$ cat src/hdl/prqs_pkg.sv
// Package for the priority ready-queue scheduler: opcodes, priorities, widths.
// No dependencies.
`timescale 1ns / 1ps
package prqs_pkg;
    localparam int MAX_THREADS_DEF = 16;
    localparam int TICK_BITS_DEF   = 16;
    localparam int IN_TICK_W       = 16;

    localparam logic [1:0] OP_ACTIVATE = 2'd0;
    localparam logic [1:0] OP_SLEEP    = 2'd1;
    localparam logic [1:0] OP_TICK     = 2'd2;

    localparam logic [1:0] PRIO_IDLE   = 2'd0;
    localparam logic [1:0] PRIO_NORMAL = 2'd2;

    localparam logic [3:0] IDLE_ID = 4'd1;

    // Datapath command from the controller
    typedef enum logic [3:0] {
        CMD_NONE,
        CMD_LOAD,       // latch input item, set priority on activate
        CMD_PUSH_SEL,   // enqueue activated thread
        CMD_PREEMPT,    // check preemption against the work thread
        CMD_PUSH_CUR,   // enqueue current thread by its priority
        CMD_PARK,       // park current thread as sleeper
        CMD_DISPATCH,   // pop highest queue into current
        CMD_TICK_STEP,  // count one sleeper down
        CMD_TICK_START  // rewind the sleeper scan
    } prqs_cmd_t;

    typedef struct packed {
        logic outranks;   // work thread outranks current
        logic woke;       // tick step woke its thread
        logic last_idx;   // tick index is at the last thread
    } prqs_stat_t;
endpackage

$ cat src/hdl/priority_ready_queue_scheduler_unit.sv
// Top level of the three-level priority ready-queue scheduler.
// Depends on prqs_pkg, prqs_ctrl, prqs_datapath.
//
//  channel | dir | tdata fields (low bit first)                           | tuser
//  s_      | in  | opcode[1:0] thread_sel[5:2] prio_level[7:6]
//          |     | sleep_ticks[23:8] wait_forever[24], 32 bits            | -
//  m_      | out | running_thread[3:0] switched[4] status[5], 8 bits      | -
//
// One item at a time. An activate queues the thread and, when it preempts,
// re-queues the current thread and dispatches; a sleep parks or re-queues the
// current thread, then dispatches; a rejected item goes straight to its result.
// A tick scans sleep counters one thread per cycle, pausing for each woken thread.
// Reset is synchronous; the result holds until taken and stalls the input.
`timescale 1ns / 1ps
module priority_ready_queue_scheduler_unit #(
    parameter int MAX_THREADS = prqs_pkg::MAX_THREADS_DEF,
    parameter int TICK_BITS   = prqs_pkg::TICK_BITS_DEF
) (
    input  logic        aclk,
    input  logic        aresetn,
    input  logic        s_tvalid,
    output logic        s_tready,
    input  logic [31:0] s_tdata,   // opcode, thread_sel, prio_level, sleep_ticks, wait_forever
    output logic        m_tvalid,
    input  logic        m_tready,
    output logic [7:0]  m_tdata    // running_thread, switched, status
);
    prqs_pkg::prqs_cmd_t  cmd;
    prqs_pkg::prqs_stat_t stat;
    logic       clr_switch;
    logic       status;
    logic [3:0] cur_id;
    logic       switched;

    prqs_ctrl #(.MAX_THREADS(MAX_THREADS)) u_ctrl (
        .aclk(aclk), .aresetn(aresetn),
        .in_valid(s_tvalid), .in_ready(s_tready),
        .in_op(s_tdata[1:0]), .in_sel(s_tdata[5:2]),
        .in_forever(s_tdata[24]), .in_ticks(s_tdata[23:8]),
        .stat(stat), .cmd(cmd), .clr_switch(clr_switch),
        .out_valid(m_tvalid), .out_ready(m_tready), .status(status)
    );

    prqs_datapath #(.MAX_THREADS(MAX_THREADS), .TICK_BITS(TICK_BITS)) u_dp (
        .aclk(aclk), .aresetn(aresetn), .cmd(cmd), .clr_switch(clr_switch),
        .in_sel(s_tdata[5:2]), .in_prio(s_tdata[7:6]), .in_ticks(s_tdata[23:8]),
        .stat(stat), .cur_id(cur_id), .switched(switched)
    );

    assign m_tdata = {2'b00, status, switched, cur_id};
endmodule

$ cat src/hdl/prqs_datapath.sv
// Datapath: ready queues, thread tables, current-thread register.
// Depends on prqs_pkg.
`timescale 1ns / 1ps
module prqs_datapath #(
    parameter int MAX_THREADS = prqs_pkg::MAX_THREADS_DEF,
    parameter int TICK_BITS   = prqs_pkg::TICK_BITS_DEF
) (
    input  logic                aclk,
    input  logic                aresetn,
    input  prqs_pkg::prqs_cmd_t cmd,
    input  logic                clr_switch,
    input  logic [3:0]          in_sel,
    input  logic [1:0]          in_prio,
    input  logic [15:0]         in_ticks,
    output prqs_pkg::prqs_stat_t stat,
    output logic [3:0]          cur_id,
    output logic                switched
);
    localparam int IW = (MAX_THREADS > 1) ? $clog2(MAX_THREADS) : 1;
    localparam int CW = $clog2(MAX_THREADS + 1);
    localparam logic [TICK_BITS-1:0] TICK_MAX = {TICK_BITS{1'b1}};

    logic [IW-1:0]        q_mem [3][MAX_THREADS];
    logic [IW-1:0]        head_reg [3];
    logic [CW-1:0]        count_reg [3];
    logic [IW-1:0]        cur_reg;
    logic [1:0]           prio_reg [MAX_THREADS];
    logic [TICK_BITS-1:0] cnt_reg [MAX_THREADS];
    logic [MAX_THREADS-1:0] sleep_reg;
    logic [IW-1:0]        work_reg;  // thread under consideration
    logic [IW-1:0]        tidx_reg;
    logic                 sw_reg;

    logic [1:0]    push_prio;
    logic [IW-1:0] push_id;
    logic          push_en;
    logic [1:0]    pk;
    logic [IW:0]   push_sum;
    logic [IW-1:0] push_pos;
    logic [IW-1:0] pop_id;
    logic [1:0]    pop_k;
    logic          pop_any;
    logic [IW-1:0] head_inc;
    logic [TICK_BITS-1:0] tick_sat;
    logic [TICK_BITS-1:0] dec;

    // Idle thread id at internal width
    localparam logic [IW-1:0] IDLE_IW = IW'(prqs_pkg::IDLE_ID);

    assign tick_sat = (TICK_BITS >= 16) ? TICK_BITS'(in_ticks) :
                      ((in_ticks > 16'(TICK_MAX)) ? TICK_MAX : TICK_BITS'(in_ticks));
    assign dec = cnt_reg[tidx_reg] - 1'b1;

    // Select push source and the tail slot, wrapping at the queue depth
    always_comb begin
        push_en   = 1'b0;
        push_prio = prio_reg[cur_reg];
        push_id   = cur_reg;
        if (cmd == prqs_pkg::CMD_PUSH_SEL) begin
            push_en = 1'b1; push_prio = prio_reg[work_reg]; push_id = work_reg;
        end else if (cmd == prqs_pkg::CMD_PUSH_CUR) begin
            push_en = 1'b1;
        end
        pk = push_prio - 2'd1;
        push_sum = (IW+1)'(head_reg[pk]) + (IW+1)'(count_reg[pk]);
        push_pos = (push_sum >= (IW+1)'(MAX_THREADS)) ?
                   IW'(push_sum - (IW+1)'(MAX_THREADS)) : IW'(push_sum);
    end

    // Highest non-empty queue
    always_comb begin
        pop_any = 1'b1; pop_k = 2'd2;
        if (count_reg[2] != '0) pop_k = 2'd2;
        else if (count_reg[1] != '0) pop_k = 2'd1;
        else if (count_reg[0] != '0) pop_k = 2'd0;
        else pop_any = 1'b0;
        pop_id = pop_any ? q_mem[pop_k][head_reg[pop_k]] : IDLE_IW;
    end

    // Advance the head, wrapping at the queue depth
    assign head_inc = (head_reg[pop_k] == IW'(MAX_THREADS - 1)) ? '0 :
                      head_reg[pop_k] + 1'b1;

    assign stat = prqs_pkg::prqs_stat_t'({
                      prio_reg[work_reg] > prio_reg[cur_reg],
                      sleep_reg[tidx_reg] && (cnt_reg[tidx_reg] == TICK_BITS'(1)),
                      tidx_reg == IW'(MAX_THREADS - 1)});

    always_ff @(posedge aclk) begin
        if (!aresetn) begin
            for (int k = 0; k < 3; k++) begin
                head_reg[k] <= '0; count_reg[k] <= '0;
            end
            for (int i = 0; i < MAX_THREADS; i++) begin
                prio_reg[i] <= prqs_pkg::PRIO_IDLE;
                cnt_reg[i]  <= '0;
            end
            prio_reg[0] <= prqs_pkg::PRIO_NORMAL;
            sleep_reg <= '0;
            cur_reg   <= '0;
            work_reg  <= '0;
            tidx_reg  <= '0;
            sw_reg    <= 1'b0;
        end else begin
            if (clr_switch) sw_reg <= 1'b0;
            // Push into queue, drop when idle prio or full
            if (push_en && push_prio != prqs_pkg::PRIO_IDLE &&
                count_reg[pk] != CW'(MAX_THREADS)) begin
                q_mem[pk][push_pos] <= push_id;
                count_reg[pk] <= count_reg[pk] + 1'b1;
            end
            unique case (cmd)
                prqs_pkg::CMD_LOAD: begin
                    work_reg <= IW'(in_sel);
                    prio_reg[IW'(in_sel)] <= in_prio;
                end
                prqs_pkg::CMD_TICK_START: begin
                    tidx_reg <= '0;
                end
                prqs_pkg::CMD_PARK: begin
                    cnt_reg[cur_reg]   <= tick_sat;
                    sleep_reg[cur_reg] <= 1'b1;
                end
                prqs_pkg::CMD_DISPATCH: begin
                    if (pop_any) begin
                        head_reg[pop_k]  <= head_inc;
                        count_reg[pop_k] <= count_reg[pop_k] - 1'b1;
                    end
                    if (pop_id != cur_reg) sw_reg <= 1'b1;
                    cur_reg <= pop_id;
                end
                prqs_pkg::CMD_TICK_STEP: begin
                    if (sleep_reg[tidx_reg] && cnt_reg[tidx_reg] != '0) begin
                        cnt_reg[tidx_reg] <= dec;
                        if (dec == '0) sleep_reg[tidx_reg] <= 1'b0;
                    end
                    work_reg <= tidx_reg;
                    tidx_reg <= tidx_reg + 1'b1;
                end
                default: ;
            endcase
        end
    end

    assign cur_id   = 4'(cur_reg);
    assign switched = sw_reg;
endmodule

$ cat src/hdl/prqs_ctrl.sv
// Controller FSM: sequences datapath commands per item, holds handshake.
// Depends on prqs_pkg.
`timescale 1ns / 1ps
module prqs_ctrl #(
    parameter int MAX_THREADS = prqs_pkg::MAX_THREADS_DEF
) (
    input  logic                 aclk,
    input  logic                 aresetn,
    input  logic                 in_valid,
    output logic                 in_ready,
    input  logic [1:0]           in_op,
    input  logic [3:0]           in_sel,
    input  logic                 in_forever,
    input  logic [15:0]          in_ticks,
    input  prqs_pkg::prqs_stat_t stat,
    output prqs_pkg::prqs_cmd_t  cmd,
    output logic                 clr_switch,
    output logic                 out_valid,
    input  logic                 out_ready,
    output logic                 status
);
    typedef enum logic [2:0] {
        S_IDLE, S_PUSH_SEL, S_CHECK, S_PUSH_CUR, S_DISPATCH,
        S_TICK_CHECK, S_RESULT
    } state_t;

    state_t state_reg, state_next;
    logic   tick_reg, tick_next;
    logic   status_reg, status_next;
    logic   sel_ok;

    assign sel_ok = 32'(in_sel) < MAX_THREADS;

    always_comb begin
        state_next  = state_reg;
        tick_next   = tick_reg;
        status_next = status_reg;
        cmd         = prqs_pkg::CMD_NONE;
        clr_switch  = 1'b0;
        unique case (state_reg)
            S_IDLE: begin
                if (in_valid) begin
                    clr_switch  = 1'b1;
                    status_next = 1'b0;
                    tick_next   = 1'b0;
                    state_next  = S_RESULT;
                    case (in_op)
                        prqs_pkg::OP_ACTIVATE: begin
                            if (sel_ok) begin
                                cmd = prqs_pkg::CMD_LOAD; state_next = S_PUSH_SEL;
                            end else status_next = 1'b1;
                        end
                        prqs_pkg::OP_SLEEP: begin
                            if (in_forever) status_next = 1'b1;
                            else if (in_ticks == 16'd0) begin
                                cmd = prqs_pkg::CMD_PUSH_CUR; state_next = S_DISPATCH;
                            end else begin
                                cmd = prqs_pkg::CMD_PARK; state_next = S_DISPATCH;
                            end
                        end
                        prqs_pkg::OP_TICK: begin
                            cmd = prqs_pkg::CMD_TICK_START; tick_next = 1'b1;
                            state_next = S_TICK_CHECK;
                        end
                        default: status_next = 1'b1;
                    endcase
                end
            end
            S_PUSH_SEL: begin
                cmd = prqs_pkg::CMD_PUSH_SEL; state_next = S_CHECK;
            end
            S_CHECK: state_next = stat.outranks ? S_PUSH_CUR :
                                  (tick_reg ? S_TICK_CHECK : S_RESULT);
            S_PUSH_CUR: begin
                cmd = prqs_pkg::CMD_PUSH_CUR; state_next = S_DISPATCH;
            end
            S_DISPATCH: begin
                cmd = prqs_pkg::CMD_DISPATCH;
                state_next = tick_reg ? S_TICK_CHECK : S_RESULT;
            end
            S_TICK_CHECK: begin
                // Step one sleeper; a wake queues it, the last thread ends the scan
                cmd = prqs_pkg::CMD_TICK_STEP;
                if (stat.woke) begin
                    state_next = S_PUSH_SEL;
                    if (stat.last_idx) tick_next = 1'b0;
                end else begin
                    state_next = stat.last_idx ? S_RESULT : S_TICK_CHECK;
                end
            end
            S_RESULT: if (out_ready) state_next = S_IDLE;
            default: state_next = S_IDLE;
        endcase
    end

    always_ff @(posedge aclk) begin
        if (!aresetn) begin
            state_reg  <= S_IDLE;
            tick_reg   <= 1'b0;
            status_reg <= 1'b0;
        end else begin
            state_reg  <= state_next;
            tick_reg   <= tick_next;
            status_reg <= status_next;
        end
    end

    assign in_ready  = state_reg == S_IDLE;
    assign out_valid = state_reg == S_RESULT;
    assign status    = status_reg;
endmodule

$ cat config.mk
export PLATFORM = sky130hd
export DESIGN_NAME = priority_ready_queue_scheduler_unit
export DESIGN_NICKNAME = d
export VERILOG_FILES = /design/src/hdl/prqs_pkg.sv /design/src/hdl/priority_ready_queue_scheduler_unit.sv /design/src/hdl/prqs_datapath.sv /design/src/hdl/prqs_ctrl.sv
export SDC_FILE = /design/constraint.sdc
export NUM_CORES = 1
export LEC_CHECK = 0
export ABC_CLOCK_PERIOD_IN_PS = 13300
export BUFFER_PORTS_ARGS = -buffer_cell sky130_fd_sc_hd__buf_2
export CAP_MARGIN = 20
export CORE_MARGIN = 5
export CORE_UTILIZATION = 55
export DETAILED_ROUTE_END_ITERATION = 7
export PLACE_DENSITY = 0.71
export SLEW_MARGIN = 20
export SYNTH_ARGS = -nofsm -noshare
export SYNTH_HDL_FRONTEND = slang
export SYNTH_SLANG_ARGS = --single-unit
$ cat constraint.sdc
create_clock -name aclk -period 13.3 [get_ports aclk]
set_input_delay 1.33 -clock aclk [delete_from_list [all_inputs] [get_ports aclk]]
set_output_delay 1.33 -clock aclk [all_outputs]
set_load 0.02 [all_outputs]
Yosys cells after proc, flatten, opt, wreduce, memory -nomap -nowiden

Memories as Yosys holds them, arrays and structs flattened. A register that Yosys moved wholly into a read port is not among the register bits.
Index checks and enable logic that the tools add are counted.

Register bits after elaboration: 34
RAM bits: 507
Input port bits: 36
Output and inout port bits: 10
Logic and storage cells: 192
Memories: 5

Memory list:

| memory         | words | bits a word | rd ports | clocked after memory_dff | wr ports | RTL line            | text |
|---|---|---|---|---|---|---|---|
| u_dp.cnt_reg   | 16    | 16          | 1        | 1                        | 16       | prqs_datapath.sv:28 | `logic [TICK_BITS-1:0] cnt_reg [MAX_THREADS];` |
| u_dp.q_mem     | 3     | 64          | 1        | 0                        | 1        | prqs_datapath.sv:23 | `logic [IW-1:0] q_mem [3][MAX_THREADS];` |
| u_dp.prio_reg  | 16    | 2           | 2        | 2                        | 16       | prqs_datapath.sv:27 | `logic [1:0] prio_reg [MAX_THREADS];` |
| u_dp.count_reg | 3     | 5           | 5        | 0                        | 3        | prqs_datapath.sv:25 | `logic [CW-1:0] count_reg [3];` |
| u_dp.head_reg  | 3     | 4           | 2        | 0                        | 3        | prqs_datapath.sv:24 | `logic [IW-1:0] head_reg [3];` |

Add/subtract/negate cells: 8
$lt $le $gt $ge: 9
Eq/ne operators: 26
Muxes and demuxes: 99
Bitwise gates (word level): 6
Reductions and logical operators: 31

Operators by type and width:

| kind                                               | number |
|---|---|
| two-way mux 4 bit                                  | 19 |
| two-way mux 16 bit                                 | 4 |
| two-way mux 64 bit                                 | 1 |
| two-way mux 1 bit                                  | 43 |
| zero test 16 bit                                   | 2 |
| one-hot mux 16 bit (2 select lines)                | 1 |
| OR reduction 16 bit                                | 2 |
| two-way mux 2 bit                                  | 12 |
| one-hot mux 3 bit (7 select lines)                 | 1 |
| one-hot mux 4 bit (5 select lines)                 | 1 |
| bitwise AND 16 bit                                 | 1 |
| binary-select mux 4 bit (select 4 bit)             | 1 |
| demux 4 bit (select 4 bit)                         | 1 |
| == test 16 x 1 -> 1 bit, second input constant     | 1 |
| == test 4 x 3 -> 1 bit, second input constant      | 4 |
| inverter 16 bit                                    | 1 |
| bitwise OR 16 bit                                  | 1 |
| one-hot mux 4 bit (2 select lines)                 | 2 |
| nonzero test 16 bit                                | 1 |
| subtractor 16 x 1 -> 16 bit, second input constant | 1 |
| >= comparator 5 bit, second input constant         | 3 |
| nonzero test 5 bit                                 | 3 |
| == test 4 bit, second input constant               | 3 |
| two-way mux 3 bit                                  | 4 |
| other kinds (39)                                   | 66 |

Logic depth before layout (Yosys ltp)

An unclocked memory read counts as a cell.

Depth in word-level cells: 19
Depth in mapped cells: 20
Depth with buffers taken out: 15

Cells and area by module

Synthesis repeated with hierarchy kept, for this count alone.

Cell total of the unflattened synthesis: 1984
Area, all modules: 26078.8 um^2

By module, submodules not included:

| module                              | instances | cells each | area each (um^2) | sequential area each (um^2) |
|---|---|---|---|---|
| prqs_datapath                       | 1         | 1909       | 25553.3          | 16315.6 |
| prqs_ctrl                           | 1         | 70         | 491.7            | 100.1 |
| priority_ready_queue_scheduler_unit | 1         | 5          | 33.8             | 0.0 |

Worst setup path before layout

OpenSTA, ideal clock, no wires.

Path type: register to register
Start: reg (tool-made name)
End: mem u_dp.q_mem[2][44] (netlist bit), enable pin
Library setup time: 0.361 ns
Data arrival time: 5.225 ns
Required time: 12.939 ns
Setup slack: 7.713 ns
Stages on the path, launching flop included: 17
Buffers on the path: 3
Period minus slack after synthesis: 5.587 ns
Cells stage by stage: dfxtp_1 > clkbuf_1 > mux4_2 > mux4_2 > mux2i_1 > buf_2 > inv_1 > ha_1 > clkbuf_1 > mux4_2 > ha_1 > ha_1 > nor2_1 > xor2_1 > nor4_1 > nand2_1 > nor3_1

RTL lines:

| element          | RTL line |
|---|---|
| end: declaration | prqs_datapath.sv:23 |

==> summary.md <==
| Metric | Value |
|---|---|
| Leak | `9.29 nW` |
| Post-CTS Setup Bufs | `0` |
| Final Non-Filler Cells | `2627` |
| Final Hold Viols | `0` |
| Ys async rst share | `0%` |
| Starting Density | `55.8%` |
| Skew-Pair Late Insertion Delay | `0.61 ns` |
| Pins Over Slew Limit | `0` |
| IO Count | `46` |
| Dpl cell area | `26500 µm²` |
| Core Footprint | `46700 µm²` |
| Worst r2r dst | `u_dp.cnt_reg[6][7]$_SDFFCE_PN0P_` |
| Worst slack at placement | `5.67 ns` |
| Mapped cell area | `26000 µm²` |
| Clock Pin Slew Worst Setup and Hold Paths | `0.07 ns` |
| Largest net degree at the start of global routing | `63` |
| Critical-path top delay cell | `or2_2` |
| Top FF cell, synth | `edfxtp_1` |
| Deepest level of the CTS H-tree | `2` |
| Adder-cell share of the synthesized area | `0.769%` |
| Hold crit path type | `reg -> reg` |
| Data required time at the worst endpoint | `13.40 ns` |
| CTS Buf Count | `56` |
| CTS tree | `done` |
| Die Ht | `228 µm` |
| Crit path launch type | `register` |
| Number of enable flip-flop cells after synthesis | `516` |
| Complex-gate fraction of the synthesized area | `8.88%` |
| Slew margin rel. | `26.3%` |
| Synth cell types | `80` |
| Crit Path Category | `reg -> reg` |
| Commonest cells after routing, fill and taps aside | `edfxtp_1, nor2_1, nand2_1` |
| Pwr per Cell Area | `198 nW/µm²` |
| RePlAce Congestion | `0.922` |
| DRT iter0 DRCs | `2065` |
| Critical path's top delay family | `simple AND/OR/NAND/NOR gates` |
| CTS Buffer Depth | `3` |
| Share of cells above drive strength 1 | `15.5%` |
| Post-layout min period | `7.75 ns` |
| PortBufs | `36` |
| Area delta synth->final | `8.61%` |
| CTS root buf | `clkbuf_16` |
| Synth Area in Simple Gates | `12.5%` |
| Reg2Reg Depth | `11` |
| Die area | `51800 µm²` |
| Antenna violations before repair | `0` |
| Wirelength per Cell | `23.9 µm` |
| Worst path bufs/invs | `1` |
| Flops & latches, synth | `562` |
| Slew @ Worst Pin | `1.10 ns` |
| Status | `finished clean` |
| Mean Syn Cell Area | `13.0 µm²` |
| Synth Area in XOR/XNOR | `1.01%` |
| Final worst-path cycle share | `58.3%` |
| FP Rows | `79` |
| Post-cts repair resize count | `0` |
| Main combinational cell family by area after synthesis | `simple AND/OR/NAND/NOR gates` |
| Final setup vio count | `0` |
| Number of global-route vias before repair | `16.4k` |
| Peak Freq | `129 MHz` |
| Post-DRT Antenna Nets | `0` |
| Max reg flops | `256` |
| Max FO, Critical Path | `51` |
| Placed insts | `2525` |
| Final Skew | `0.0283 ns` |
| Worst R2R Setup Slack | `5.55 ns` |
| Final WS setup | `5.55 ns` |
| Design area | `28300 µm²` |
| Hold_buf cts | `0` |
| Synth Warn # | `0` |
| WHS Endpoint | `u_ctrl.status$_SDFFE_PN0P_` |
| Multiplexer share of the synthesized area | `10.5%` |
| Total Power | `0.00561 W` |
| DRC viols | `0` |
| Worst IR Drop VDD | `0.162 mV` |
| Worst path max stage delay | `0.96 ns` |
| Part of the Yosys area used for sequential elements | `63.1%` |
| Mapped Cells | `1999` |
| Setup TNS Final | `0 ns` |
| Die extent in x | `228 µm` |
| Max-Cap Viols | `0` |
| Antenna Diode Count | `0` |
| Final #Nets | `2028` |
| Hpwl dp | `40.2 mm` |
| Hold Path Depth | `2` |
| Drt first pass iters | `6` |
| CP endpoint kind | `register` |
| Number of sinks on the clock net | `562` |
| Commonest non-fill, non-tap cell in the layout | `edfxtp_1` |
| WL final | `62.8 mm` |
| Vias | `16.9k` |
| Total global routing overflow | `0` |
| WP data arrival | `7.85 ns` |
| First-pass GRT wire length | `95.9 mm` |
| CP Cell Sequence | `buf_4 -> mux4_2 -> mux4_2 -> nor3_1 -> nand2b_1 -> nand2b_1 -> o311ai_4 -> or2_2 -> nor3_1 -> o21ai_2 -> nand2_1` |
| Vias per inst | `6.43` |
| Min-delay src | `u_ctrl.status$_SDFFE_PN0P_` |
| Total Routing Usage GR | `24.1%` |
| RSZ-0062 raised after global routing | `no` |
-- cells in the mapped netlist, drive strengths merged, types with 9 or more instances --
library cell | number | area (µm²)
a2bb2oi | 9 | 78.8
xor2 | 9 | 78.8
nor3 | 39 | 206
nand2b | 13 | 81.3
mux2i | 17 | 174
o31a | 11 | 96.3
edfxtp | 516 | 15500
a21oi | 57 | 334
ha | 16 | 200
nand3 | 28 | 140
clkbuf | 71 | 267
nor2 | 475 | 1790
a31oi | 15 | 93.8
o21ai | 62 | 412
nor2b | 13 | 81.3
buf | 71 | 478
nand2 | 132 | 500
a211oi | 14 | 105
xnor2 | 21 | 184
o22ai | 60 | 375
nor4 | 16 | 106
mux4 | 112 | 2520
and3 | 12 | 75.1
o211ai | 33 | 248
inv | 26 | 97.6
dfxtp | 46 | 921
-- kinds of logic after synthesis --
kind of cell	count (synthesis)
XOR/XNOR	30
adder cells (fa/ha/maj)	16
AND/OR/NAND/NOR	765
AO/OA/AOI/OAI	323
buffers and inverters	169
other	1
multiplexers	133
flip-flops	562
-- how the worst max path moves through the flow --
stage                   from                          endpoint  slack (ns)  cells past startpoint
detailed placement  register  u_dp.cnt_reg[6][7]$_SDFFCE_PN0P_        5.67                     11
global route        register  u_dp.cnt_reg[6][7]$_SDFFCE_PN0P_        5.06                     11
finish              register  u_dp.cnt_reg[6][7]$_SDFFCE_PN0P_        5.55                     11
global placement    register  u_dp.cnt_reg[7][7]$_SDFFCE_PN0P_        5.73                     11
CTS                 register  u_dp.cnt_reg[6][7]$_SDFFCE_PN0P_        5.63                     11
floorplan           register       u_dp.q_mem[2][44]$_DFFE_PP_        7.71                     16
-- routing by layer --
layer	part of all wire, %	up-vias	track usage, %	routed length (µm)
li1	-	7472	-	-
met1	39	8445	33.6	24700
met2	49	848	39.2	30700
met3	8.9	116	4.09	5570
met4	3.0	0	8.26	1910
met5	0	-	0	0
-- worst min-delay path, stage by stage (launching register included) --
cell     delay (ns)
dfxtp_1        0.33
a21oi_1        0.06
nor2_1         0.07
-- cell type report --
type	instances	area (µm²)
Fill cell	3585	18400
Inverter	27	101
Timing Repair Buffer	56	330
Multi-Input combinational cell	1273	8860
Tap cell	607	759
Sequential cell	562	16400
Clock buffer	70	1500
Clock inverter	32	305
-- through the flow --
| step | util, % | hold WS, ns |
|---|---|---|
| after floorplan | - | 0.456 |
| after CTS | 60.6 | 0.507 |
| after global placement | 56.7 | 0.468 |
| final | 60.6 | 0.496 |
| after global routing | 60.6 | 0.566 |
| after detailed placement | 56.7 | 0.491 |
-- power breakdown --
group	switching, W	internal (W)
logic	0.00123	0.000597
registers	0.0000953	0.00212
clock network	0.000664	0.000893
total	0.00199	0.00361
Note: power is estimated with default switching activity, not from simulation.
